==> config.mk <==
export PLATFORM = sky130hd
export DESIGN_NAME = sine_oscillator_glide_gain_ramp
export DESIGN_NICKNAME = d
export VERILOG_FILES = /design/src/sv/sogr_pkg.sv /design/src/sv/sine_oscillator_glide_gain_ramp.sv
export SDC_FILE = /design/constraint.sdc
export NUM_CORES = 2
export LEC_CHECK = 0
export BUFFER_PORTS_ARGS = -buffer_cell sky130_fd_sc_hd__clkbuf_2
export CAP_MARGIN = 10
export CORE_ASPECT_RATIO = 1.2
export CORE_UTILIZATION = 58
export CTS_CLUSTER_DIAMETER = 30
export DETAILED_ROUTE_END_ITERATION = 7
export PLACE_DENSITY_LB_ADDON = 0.15
export SLEW_MARGIN = 10
export SYNTH_ARGS = -nofsm -noshare
export SYNTH_HDL_FRONTEND = slang
export SYNTH_SLANG_ARGS = --single-unit
==> constraint.sdc <==
create_clock -name clk_i -period 17.25 [get_ports clk_i]
set_input_delay 1.725 -clock clk_i [delete_from_list [all_inputs] [get_ports clk_i]]
set_output_delay 1.725 -clock clk_i [all_outputs]
set_load 0.005 [all_outputs]
==> src/sv/sogr_pkg.sv <==
// ----------------------------------------------------------------------------
// sogr_pkg
// Shared types and constants of the sine oscillator with frequency glide and
// level ramp: payload words, field widths and reset values of the state.
// ----------------------------------------------------------------------------
package sogr_pkg;

  localparam int unsigned FreqInW  = 21;
  localparam int unsigned LevelInW = 15;
  localparam int unsigned LenW     = 7;
  localparam int unsigned SampleW  = 16;
  localparam int unsigned GuardW   = 16;

  localparam int unsigned PhaseW = 32;
  localparam int unsigned FreqW  = FreqInW + GuardW;   // Q24 Hz
  localparam int unsigned LevelW = LevelInW + GuardW;  // Q31 gain
  localparam int unsigned ScaleW = 25;

  localparam logic [LenW-1:0]   MaxBlock   = 7'd64;
  localparam logic [ScaleW-1:0] ScaleReset = 25'd22906492;
  localparam logic [FreqW-1:0]  FreqReset  = 37'd8388608000;  // 500 Hz
  localparam logic [LevelW-1:0] LevelReset = 31'd214748365;   // 0.1

  typedef struct packed {
    logic [FreqInW-1:0]  target_frequency;
    logic [LevelInW-1:0] target_level;
    logic [LenW-1:0]     block_length;
  } sogr_in_t;

  typedef struct packed {
    logic signed [SampleW-1:0] sample;
    logic                      last;
  } sogr_out_t;

endpackage

==> src/sv/sine_oscillator_glide_gain_ramp.sv <==
// ----------------------------------------------------------------------------
// sine_oscillator_glide_gain_ramp
// Direct digital synthesis sine source: one input word requests a block of
// samples with a linear frequency glide and a linear level ramp.
// ----------------------------------------------------------------------------
//   channel   direction  handshake              payload
//   in        input      in_valid_i/in_ready_o  sogr_in_t  (one block request)
//   out       output     out_valid_o/out_ready_i sogr_out_t (one sample)
//   cfg       input      cfg_we_i, no wait      phase_scale
//
// A block request is accepted and the oscillator state memory is read, the
// bit-serial step divider runs, a set-up state follows and the increment
// pipeline fills; then one sample a cycle follows, but a stall on the output
// holds the whole sample pipeline. Reset leaves the state memory marked
// unwritten, so it reads as the reset state.
// ----------------------------------------------------------------------------
module sine_oscillator_glide_gain_ramp #(
  parameter int unsigned SINE_TABLE_ENTRIES = 256
) (
  input  logic                           clk_i,
  input  logic                           rst_ni,
  input  logic                           in_valid_i,
  output logic                           in_ready_o,
  input  sogr_pkg::sogr_in_t             in_word_i,
  output logic                           out_valid_o,
  input  logic                           out_ready_i,
  output sogr_pkg::sogr_out_t            out_word_o,
  input  logic                           cfg_we_i,
  input  logic [sogr_pkg::ScaleW-1:0]    cfg_wdata_i
);
  import sogr_pkg::*;

  localparam int unsigned TabW    = SampleW - 1;
  localparam int unsigned IdxW    = $clog2(SINE_TABLE_ENTRIES);
  localparam int unsigned NW      = $clog2(SINE_TABLE_ENTRIES + 1);
  localparam int unsigned PosW    = 30 + NW;
  localparam int unsigned DivCntW = $clog2(FreqW + 1);
  localparam int unsigned PpLoW   = PhaseW + ScaleW;
  localparam int unsigned PpHiW   = FreqW - PhaseW + ScaleW;
  localparam int unsigned ProdW   = TabW + LevelW;

  localparam logic [63:0] Q30One    = 64'd1073741824;
  localparam logic [63:0] HalfPiQ30 = 64'd1686629713;
  localparam logic [63:0] TwoN      = 64'(2 * SINE_TABLE_ENTRIES);
  localparam logic [ProdW:0] RoundHalf = (ProdW + 1)'(1) << (LevelW - 1);

  typedef logic [TabW-1:0] tab_t [SINE_TABLE_ENTRIES];

  // quarter-wave table, fixed-point taylor series evaluated at elaboration
  function automatic tab_t build_tab();
    tab_t        tab;
    logic [63:0] x;
    logic [63:0] x2;
    logic [63:0] t;
    logic [63:0] s;
    logic [63:0] e;
    for (int i = 0; i < SINE_TABLE_ENTRIES; i++) begin
      x  = (HalfPiQ30 * 64'(2 * i + 1)) / TwoN;
      x2 = (x * x) >> 30;
      t  = Q30One;
      t  = Q30One - ((x2 * t) >> 30) / 64'd210;
      t  = Q30One - ((x2 * t) >> 30) / 64'd156;
      t  = Q30One - ((x2 * t) >> 30) / 64'd110;
      t  = Q30One - ((x2 * t) >> 30) / 64'd72;
      t  = Q30One - ((x2 * t) >> 30) / 64'd42;
      t  = Q30One - ((x2 * t) >> 30) / 64'd20;
      t  = Q30One - ((x2 * t) >> 30) / 64'd6;
      s  = (x * t) >> 30;
      e  = (s * 64'd32767 + (64'd1 << 29)) >> 30;
      if (e > 64'd32767) begin
        e = 64'd32767;
      end
      tab[i] = e[TabW-1:0];
    end
    return tab;
  endfunction

  localparam tab_t SineTab = build_tab();

  typedef enum logic [2:0] {
    StIdle,
    StLoad,
    StDiv,
    StPrep,
    StRun
  } st_e;

  typedef struct packed {
    logic [PhaseW-1:0] phase;
    logic [FreqW-1:0]  freq;
    logic [LevelW-1:0] level;
  } osc_state_t;

  // control
  st_e                 state_q;
  logic [ScaleW-1:0]   phase_scale_q;
  logic                mem_vld_q;
  logic [DivCntW-1:0]  div_cnt_q;
  logic [LenW-1:0]     gen_cnt_q;
  logic [LenW-1:0]     iss_cnt_q;

  // block request
  logic [FreqW-1:0]    tf_q;
  logic [LevelW-1:0]   tl_q;
  logic [LenW-1:0]     len_q;
  logic [LenW-1:0]     len_d;

  // state memory
  osc_state_t          state_mem [1];
  osc_state_t          rd_q;
  osc_state_t          wb_data;
  logic                rd_en;
  logic                wb_en;

  // loaded state and dividers
  logic [PhaseW-1:0]   cur_ph_q;
  logic [FreqW-1:0]    cur_f_q;
  logic [LevelW-1:0]   cur_l_q;
  logic [FreqW-1:0]    ld_f;
  logic [LevelW-1:0]   ld_l;
  logic                ld_fneg;
  logic                ld_lneg;
  logic [FreqW-1:0]    fdvd_q;
  logic [LenW-1:0]     frem_q;
  logic                fneg_q;
  logic [LevelW-1:0]   ldvd_q;
  logic [LenW-1:0]     lrem_q;
  logic                lneg_q;
  logic [LenW:0]       frem_sh;
  logic [LenW:0]       lrem_sh;
  logic                fge;
  logic                lge;
  logic [LenW-1:0]     frem_nx;
  logic [LenW-1:0]     lrem_nx;
  logic signed [FreqW:0]  fstep_q;
  logic signed [LevelW:0] lstep_q;

  // run datapath
  logic                adv;
  logic                gen_fire;
  logic                iss_fire;
  logic                iss_last;
  logic [FreqW-1:0]    f_acc_q;
  logic [FreqW:0]      f_sum;
  logic [FreqW-1:0]    f_q;
  logic                fv_q;
  logic [PpLoW-1:0]    pp_lo_q;
  logic [PpHiW-1:0]    pp_hi_q;
  logic                pv_q;
  logic [PhaseW-1:0]   inc_q;
  logic                iv_q;
  logic [PhaseW-1:0]   phase_q;
  logic [LevelW-1:0]   lev_q;
  logic [LevelW:0]     lev_sum;
  logic [PosW-1:0]     pos_scaled;
  logic [IdxW-1:0]     idx_fold;
  logic [IdxW-1:0]     idx;
  logic [TabW-1:0]     rom_q;
  logic                sneg_q;
  logic                slast_q;
  logic [LevelW-1:0]   slev_q;
  logic                sv_q;
  logic [ProdW-1:0]    prod_q;
  logic                mneg_q;
  logic                mlast_q;
  logic                mv_q;
  logic [ProdW:0]      rnd_sum;
  logic [SampleW-1:0]  rmag;
  logic [SampleW-1:0]  smp;
  logic                out_valid_q;
  sogr_out_t           out_q;

  assign in_ready_o  = (state_q == StIdle);
  assign rd_en       = in_valid_i && in_ready_o;
  assign out_valid_o = out_valid_q;
  assign out_word_o  = out_q;

  // whole sample pipeline moves only when the output register can take a word
  assign adv      = !out_valid_q || out_ready_i;
  assign gen_fire = (state_q == StRun) && adv && (gen_cnt_q != len_q);
  assign iss_fire = adv && iv_q;
  assign iss_last = (iss_cnt_q == LenW'(len_q - 7'd1));
  assign wb_en    = iss_fire && iss_last;

  always_comb begin
    len_d = in_word_i.block_length;
    if (len_d == '0) begin
      len_d = 7'd1;
    end else if (len_d > MaxBlock) begin
      len_d = MaxBlock;
    end
  end

  // state memory: written back at the last sample, read on the next request
  assign wb_data.phase = phase_q + inc_q;
  assign wb_data.freq  = tf_q;
  assign wb_data.level = tl_q;

  always_ff @(posedge clk_i) begin
    if (wb_en) begin
      state_mem[0] <= wb_data;
    end
    if (rd_en) begin
      rd_q <= state_mem[0];
    end
  end

  // unwritten entry reads as the reset state
  always_comb begin
    ld_f    = mem_vld_q ? rd_q.freq  : FreqReset;
    ld_l    = mem_vld_q ? rd_q.level : LevelReset;
    ld_fneg = ld_f > tf_q;
    ld_lneg = ld_l > tl_q;
  end

  // restoring division of the step magnitudes by the block length
  always_comb begin
    frem_sh = {frem_q, fdvd_q[FreqW-1]};
    lrem_sh = {lrem_q, ldvd_q[LevelW-1]};
    fge     = frem_sh >= {1'b0, len_q};
    lge     = lrem_sh >= {1'b0, len_q};
    frem_nx = fge ? LenW'(frem_sh - {1'b0, len_q}) : frem_sh[LenW-1:0];
    lrem_nx = lge ? LenW'(lrem_sh - {1'b0, len_q}) : lrem_sh[LenW-1:0];
  end

  assign f_sum   = (FreqW + 1)'($signed({1'b0, f_acc_q}) + fstep_q);
  assign lev_sum = (LevelW + 1)'($signed({1'b0, lev_q}) + lstep_q);

  always_ff @(posedge clk_i or negedge rst_ni) begin
    if (!rst_ni) begin
      state_q       <= StIdle;
      phase_scale_q <= ScaleReset;
      mem_vld_q     <= 1'b0;
      div_cnt_q     <= '0;
      gen_cnt_q     <= '0;
      iss_cnt_q     <= '0;
    end else begin
      if (cfg_we_i) begin
        phase_scale_q <= cfg_wdata_i;
      end
      case (state_q)
        StIdle: begin
          if (in_valid_i) begin
            tf_q    <= {in_word_i.target_frequency, GuardW'(0)};
            tl_q    <= {in_word_i.target_level, GuardW'(0)};
            len_q   <= len_d;
            state_q <= StLoad;
          end
        end
        StLoad: begin
          cur_ph_q  <= mem_vld_q ? rd_q.phase : '0;
          cur_f_q   <= ld_f;
          cur_l_q   <= ld_l;
          fneg_q    <= ld_fneg;
          lneg_q    <= ld_lneg;
          fdvd_q    <= ld_fneg ? (ld_f - tf_q) : (tf_q - ld_f);
          ldvd_q    <= ld_lneg ? (ld_l - tl_q) : (tl_q - ld_l);
          frem_q    <= '0;
          lrem_q    <= '0;
          div_cnt_q <= '0;
          state_q   <= StDiv;
        end
        StDiv: begin
          fdvd_q <= {fdvd_q[FreqW-2:0], fge};
          frem_q <= frem_nx;
          // level dividend is narrower, so it joins the last LevelW steps
          if (div_cnt_q >= DivCntW'(FreqW - LevelW)) begin
            ldvd_q <= {ldvd_q[LevelW-2:0], lge};
            lrem_q <= lrem_nx;
          end
          div_cnt_q <= div_cnt_q + 1'b1;
          if (div_cnt_q == DivCntW'(FreqW - 1)) begin
            state_q <= StPrep;
          end
        end
        StPrep: begin
          fstep_q   <= fneg_q ? -$signed({1'b0, fdvd_q}) : $signed({1'b0, fdvd_q});
          lstep_q   <= lneg_q ? -$signed({1'b0, ldvd_q}) : $signed({1'b0, ldvd_q});
          f_acc_q   <= cur_f_q;
          phase_q   <= cur_ph_q;
          lev_q     <= cur_l_q;
          gen_cnt_q <= '0;
          iss_cnt_q <= '0;
          state_q   <= StRun;
        end
        StRun: begin
          if (gen_fire) begin
            f_acc_q   <= f_sum[FreqW-1:0];
            gen_cnt_q <= gen_cnt_q + 1'b1;
          end
          if (iss_fire) begin
            phase_q   <= phase_q + inc_q;
            lev_q     <= lev_sum[LevelW-1:0];
            iss_cnt_q <= iss_cnt_q + 1'b1;
            if (iss_last) begin
              mem_vld_q <= 1'b1;
              state_q   <= StIdle;
            end
          end
        end
        default: begin
          state_q <= StIdle;
        end
      endcase
    end
  end

  // table address: phase position scaled to the entry count, folded per quadrant
  always_comb begin
    pos_scaled = PosW'(phase_q[29:0]) * PosW'(SINE_TABLE_ENTRIES);
    idx_fold   = pos_scaled[PosW-1:30] < NW'(SINE_TABLE_ENTRIES) ?
                 IdxW'(pos_scaled[PosW-1:30]) : IdxW'(SINE_TABLE_ENTRIES - 1);
    idx        = phase_q[30] ? IdxW'(IdxW'(SINE_TABLE_ENTRIES - 1) - idx_fold) : idx_fold;
  end

  always_ff @(posedge clk_i or negedge rst_ni) begin
    if (!rst_ni) begin
      fv_q        <= 1'b0;
      pv_q        <= 1'b0;
      iv_q        <= 1'b0;
      sv_q        <= 1'b0;
      mv_q        <= 1'b0;
      out_valid_q <= 1'b0;
    end else if (adv) begin
      fv_q        <= gen_fire;
      pv_q        <= fv_q;
      iv_q        <= pv_q;
      sv_q        <= iv_q;
      mv_q        <= sv_q;
      out_valid_q <= mv_q;
    end
  end

  always_comb begin
    rnd_sum = {1'b0, prod_q} + RoundHalf;
    rmag    = rnd_sum[ProdW:LevelW];
    if (!mneg_q) begin
      smp = rmag[SampleW-1] ? {1'b0, {(SampleW - 1){1'b1}}} : rmag;
    end else begin
      smp = (rmag > {1'b1, {(SampleW - 1){1'b0}}}) ?
            {1'b1, {(SampleW - 1){1'b0}}} : SampleW'(-rmag);
    end
  end

  always_ff @(posedge clk_i) begin
    if (adv) begin
      // frequency for the sample after this one
      f_q     <= f_sum[FreqW-1:0];
      // increment split into two partial products
      pp_lo_q <= PpLoW'(f_q[PhaseW-1:0]) * PpLoW'(phase_scale_q);
      pp_hi_q <= PpHiW'(f_q[FreqW-1:PhaseW]) * PpHiW'(phase_scale_q);
      inc_q   <= PhaseW'(pp_lo_q[PpLoW-1:PhaseW]) + PhaseW'(pp_hi_q);
      rom_q   <= SineTab[idx];
      sneg_q  <= phase_q[31];
      slast_q <= iss_last;
      slev_q  <= lev_q;
      prod_q  <= ProdW'(rom_q) * ProdW'(slev_q);
      mneg_q  <= sneg_q;
      mlast_q <= slast_q;
      if (mv_q) begin
        out_q.sample <= $signed(smp);
        out_q.last   <= mlast_q;
      end
    end
  end

  // nothing in the increment pipeline when a new request can be taken
  a_idle_empty : assert property (@(posedge clk_i) disable iff (!rst_ni)
    in_ready_o |-> (!fv_q && !pv_q && !iv_q))
    else $error("request taken while increment pipeline busy");

  // serial division leaves remainders below the divisor
  a_div_rem : assert property (@(posedge clk_i) disable iff (!rst_ni)
    (state_q == StPrep) |-> (frem_q < len_q) && (lrem_q < len_q))
    else $error("divider remainder out of range");

  // every frequency of the block was generated before state write-back
  a_wb_all_gen : assert property (@(posedge clk_i) disable iff (!rst_ni)
    wb_en |-> (gen_cnt_q == len_q) && !fv_q && !pv_q)
    else $error("write-back before block fully generated");

  // samples are issued only inside a running block
  a_issue_run : assert property (@(posedge clk_i) disable iff (!rst_ni)
    iv_q |-> (state_q == StRun) && (iss_cnt_q < len_q))
    else $error("sample issued outside a block");

  // level below one keeps the rounded magnitude below full scale
  a_no_neg_full : assert property (@(posedge clk_i) disable iff (!rst_ni)
    out_valid_o |-> (out_word_o.sample != {1'b1, {(SampleW - 1){1'b0}}}))
    else $error("sample reached negative full scale");

endmodule
## Word-level counts from Yosys, hierarchy flattened

Memories as Yosys holds them, arrays and structs flattened. A register that Yosys moved wholly into a read port is not among the register bits.
Cells that the tools add are included.

| storage, ports and cells | value |
|---|---|
| flip-flop bits (word level) | 772 |
| memory bits (writable) | 68 |
| memory bits (read-only) | 3,840 |
| bits of input ports | 73 |
| memories kept | 2 |

| cells by class | value |
|---|---|
| add/sub/neg operators | 19 |
| $mul | 3 |
| order comparisons | 8 |
| eq/ne operators | 13 |
| mux-type cells | 38 |
| bitwise logic cells | 1 |
| reduce and logical (&&, ||, !) cells | 24 |

Memory list:

| memory | depth | bits a word | rd ports | clocked after Yosys merged registers in | write ports | line | source |
|---|---|---|---|---|---|---|---|
| (no name shown) | 256 | 15 | 1 | 1 | 0 | sine_oscillator_glide_gain_ramp.sv:353 | `rom_q <= SineTab[idx];` |
| state_mem | 1 | 68 | 1 | 1 | 1 | sine_oscillator_glide_gain_ramp.sv:109 | `osc_state_t state_mem [1];` |

Operators with widths:

| cell | number |
|---|---|
| 2-to-1 mux 31 bit | 5 |
| 2-to-1 mux 37 bit | 4 |
| case mux 37 bit (2 select lines) | 2 |
| case mux 31 bit (2 select lines) | 2 |
| subtractor 37 bit | 2 |
| case mux 32 bit (2 select lines) | 1 |
| subtractor 31 bit | 2 |
| multiplier 32 x 25 -> 57 bit | 1 |
| case mux 7 bit (2 select lines) | 4 |
| adder 46 x 31 -> 47 bit (second input constant) | 1 |
| multiplier 15 x 31 -> 46 bit | 1 |
| 2-to-1 mux 7 bit | 6 |
| adder 37 bit | 1 |
| greater-than comparator 37 bit | 1 |
| negation 37 bit | 1 |
| adder 32 bit | 1 |
| 2-to-1 mux 16 bit | 2 |
| 2-to-1 mux 32 bit | 1 |
| adder 25 x 30 -> 31 bit | 1 |
| adder 31 bit | 1 |
| greater-than comparator 31 bit | 1 |
| negation 31 bit | 1 |
| multiplier 5 x 25 -> 30 bit | 1 |
| greater-or-equal comparator 8 x 7 -> 1 bit | 2 |
| 34 further kinds | 61 |

## Depth between registers and ports, before layout

| depth | value |
|---|---|
| word-level depth | 6 |
| mapped depth | 28 |
| mapped depth without buffers | 25 |

## Least setup slack after synthesis

Ideal clock, no wire load.

| timing | value |
|---|---|
| path type | input port to flip-flop |
| start | input port out_ready_i |
| end | register lev_q[0] (enable) |
| arrival | 10.670 ns |
| required time | 16.766 ns |
| path slack | 6.096 ns |
| stages | 6 |
| cell sequence | nand2b_1 clkbuf_1 nand2_1 nor2_1 nor2_1 nor2_1 |

| on the way | value |
|---|---|
| word-level cells in the longest chain between the ends | 4 |

RTL lines:

| item | line | source |
|---|---|---|
| start: declaration | sine_oscillator_glide_gain_ramp.sv:26 | `input logic out_ready_i,` |
| logical OR 1 bit | sine_oscillator_glide_gain_ramp.sv:179 | `assign adv = !out_valid_q \|\| out_ready_i;` |
| logical AND 1 bit | sine_oscillator_glide_gain_ramp.sv:181 | `assign iss_fire = adv && iv_q;` |
| != test 2 bit (no source line) | - |  |
| AND reduction 3 bit (no source line) | - |  |
| end signal: assignment | sine_oscillator_glide_gain_ramp.sv:281 | `lev_q <= cur_l_q;` |
| end signal: assignment | sine_oscillator_glide_gain_ramp.sv:293 | `lev_q <= lev_sum[LevelW-1:0];` |
| end: declaration | sine_oscillator_glide_gain_ramp.sv:153 | `logic [LevelW-1:0] lev_q;` |

No other way between the ends.
A chain may end at the register's enable or synchronous reset.

## Final worst setup path

| timing | value |
|---|---|
| start | register phase_scale_q[10] |
| end | register pp_lo_q[56] (data pin) |

| on the way | value |
|---|---|
| word-level cells in the longest chain between the ends | 1 |

RTL lines:

| item | line | source |
|---|---|---|
| start: declaration | sine_oscillator_glide_gain_ramp.sv:96 | `logic [ScaleW-1:0] phase_scale_q;` |
| start signal: assignment | sine_oscillator_glide_gain_ramp.sv:232 | `phase_scale_q <= ScaleReset;` |
| start signal: assignment | sine_oscillator_glide_gain_ramp.sv:239 | `phase_scale_q <= cfg_wdata_i;` |
| multiplier 32 x 25 -> 57 bit | sine_oscillator_glide_gain_ramp.sv:350 | `pp_lo_q <= PpLoW'(f_q[PhaseW-1:0]) * PpLoW'(phase_scale_q);` |
| end signal: assignment | sine_oscillator_glide_gain_ramp.sv:350 |  |
| end: declaration | sine_oscillator_glide_gain_ramp.sv:147 | `logic [PpLoW-1:0] pp_lo_q;` |

No other way between the ends.

==> reports/qor.yml <==
synthesis:
  synth_nets: 10500
  syn-cell-area_sq_um: 84900
  synth_xor_area_share_pct: 3.45
  synth_top_area_share_pct: 26.8
  yosysTopAreaCell: "fa_1"
  syn_area_per_cell_sq_um: 9.76
  synth_area_leaders: "fa_1 (27%), edfxtp_1 (25%), ha_1 (8.4%), inv_1 (5.9%), and2_1 (5.6%)"
  yosysSeqAreaShare_pct: 26.6
  synth_flop_cell: "edfxtp_1"
  synth_mux_area_share_pct: 1.33
  synthSimpleGateAreaFrac_pct: 15.3
  synth-compound-area-share_pct: 10.1
  synth-edff-count: 706
  synthCells: 8708
  synth_top_family_by_area: "adder cells"
  yosys.cell_types.count: 80
  async_flop_share_pct: 7.23
  synthAdderAreaFrac_pct: 35.2
  ys.warnings.count: 0
  synth-seq-cells: 761
sta:
  rsz0062_at_grt: "false"
  slew_headroom_pct: 14.9
  tightest_slew_ns: 1.28
  finalSetupViolCount: 0
  clock_skew_ns: 0.0508
  hold_viol: 0
  final_max_slew_viol_count: 0
  min_period_over_period_pct: 52.2
  period_needed_ns: 9.00
  max_freq_mhz: 111
  tns_ns: 0
cts:
  clkTransAtPathRegs_ns: 0.05
  post-cts-setup-buffer-count: 0
  cts_resized: 0
  cts_tree: "done"
  cts_num_sinks: 761
  clockBufferDepth: 3
  hold_buffers: 0
  clkLatencyLatePin_ns: 0.80
  cts_buffers: 163
  htreeDepth: 4
  cts_root_buf: "clkbuf_16"
global_route:
  grt_max_degree: 79
  grt_overflow: 0
  grt_usage_pct: 31.6
  antenna_found_initial: 7
  grt_pass1_wl_um: 364000
  grt_pass1_vias: 66300
die:
  rows: 153
  start_util_pct: 58.5
  die_h_um: 421
  dieArea_sq_um: 148000
  core_sq_um: 145000
  io_pins: 92
  die_w_um: 351
worst_setup_path:
  crit_arrival_ns: 9.54
  worstSetupStartpointType: "register"
  r2r-start: "phase_scale_q[10]"
  crit_path_frequent_cell: "fa_1"
  crit_path_start: "phase_scale_q[10]"
  slowest_stage: "dfstp_2"
  cp-end-kind: "register"
  ff2ff_path_depth: 22
  path_max_fanout: 38
  crit_cells: 22
  crit_chain: "nand2_1 > fa_1 > fa_1 > inv_1 > fa_1 > fa_1 > fa_1 > fa_1 > inv_1 > fa_1 > inv_1 > ha_1 > nand2_1 > nor3_1 > o211ai_1 > a311oi_1 > o21ai_0 > a21oi_1 > and2_1 > a211o_1 > a21oi_1 > xnor2_1"
  crit_required_ns: 17.79
  reg2reg_slack_ns: 8.25
  critPathBufInv: 3
  crit_family: "adder cells"
  criticalPathCategory: "reg -> reg"
  cpPeakStageDelay_ns: 1.21
flow_run:
  maxCapViolations: 0
final_layout:
  final_area_sq_um: 92800
  area_growth_pct: 9.29
  drive_gt1_share_pct: 6.95
  final_nets: 10400
  final_common_cell: "inv_1"
  layout_common_cells: "inv_1 (1341), fa_1 (1139), nand2_1 (1092), and2_1 (762), edfxtp_1 (706)"
  fin_cells: 10700
place:
  hpwlAfterDp_um: 163000
  gp_congestion: 0.972
  place_area_sq_um: 87100
  dp.cells: 10400
  portBuffers: 91
drt:
  drcViolationCount: 0
  wl_per_cell_um: 21.3
  first_pass_iters: 6
  drtIter0Drc: 4711
  vias: 63100
  drtAntennaViolNets: 0
  avgViaCountPerCell: 5.90
  drt_wl_total_um: 227000
status:
  outcome: "finished, final reports clean"
worst_hold_path:
  min-delay-path-class: "reg -> reg"
  min_delay_path_depth: 0
  hold_start: "state_mem[0][24]"
[kinds of logic after synthesis]
logic type | after synthesis
XOR/XNOR | 335
AO/OA/AOI/OAI | 1331
flip-flops | 761
buffers and inverters | 1801
multiplexers | 103
AND/OR/NAND/NOR | 2670
adder cells (fa/ha/maj) | 1707
[worst paths after layout]
path	to
max reg2reg	pp_lo_q[56]
min in group asynchronous	out_valid_o
max	pp_lo_q[56]
min	rd_q[56]
max in group asynchronous	phase_scale_q[14]
min reg2reg	rd_q[56]
[registers in the layout (all words and copies together) (netlist names), 32 cells and up]
| signal | cells |
|---|---|
| cur_ph_q | 32 |
| f_q | 37 |
| f_acc_q | 37 |
| fstep_q | 37 |
| rd_q | 68 |
| state_mem | 68 |
| fdvd_q | 37 |
| phase_q | 32 |
[through the flow]
step | setup WS [ns] | hold WS [ns] | utilization, %
after floorplan | 6.10 | 0.400 | -
after global placement | 8.57 | 0.401 | 60.0
after detailed placement | 8.48 | 0.405 | 60.0
after CTS | 8.46 | 0.414 | 64.0
after global routing | 8.00 | 0.415 | 64.0
final | 8.25 | 0.413 | 64.0
[Yosys cell counts, drive strengths merged, types with 46 or more instances]
master / n
nor3: 93
a211oi: 48
mux2: 70
edfxtp: 706
nand2: 1093
nor2: 316
a31oi: 57
o211ai: 56
o31ai: 46
fa: 1139
xnor2: 233
clkbuf: 428
xor2: 102
o21ai: 286
and2: 764
nand3: 110
ha: 568
nor2b: 49
a21o: 169
nand2b: 55
inv: 1342
nand4: 46
a21oi: 367
[layout make-up]
cell class / count / area, sq um
antenna: 1 / 2.50
clock buffer: 184 / 4200
clock inverter: 120 / 1560
fill: 11900 / 52300
inverter: 1344 / 5040
multi-input combinational: 6146 / 55800
sequential: 761 / 22600
tap: 1937 / 2420
timing repair buffer: 192 / 1210
[layer usage]
layer / GRT usage, % / up-vias / part of all wire [%]
met5: 0 / - / 0.015
met4: 13.7 / 4 / 4.6
met3: 5.19 / 648 / 7.3
met2: 52.8 / 2542 / 49
met1: 40.4 / 31600 / 39
li1: - / 28200 / -
Power is left out: the tool's default activity adds up to more than one toggle a clock period on the data nets, which glitch-free logic cannot reach.
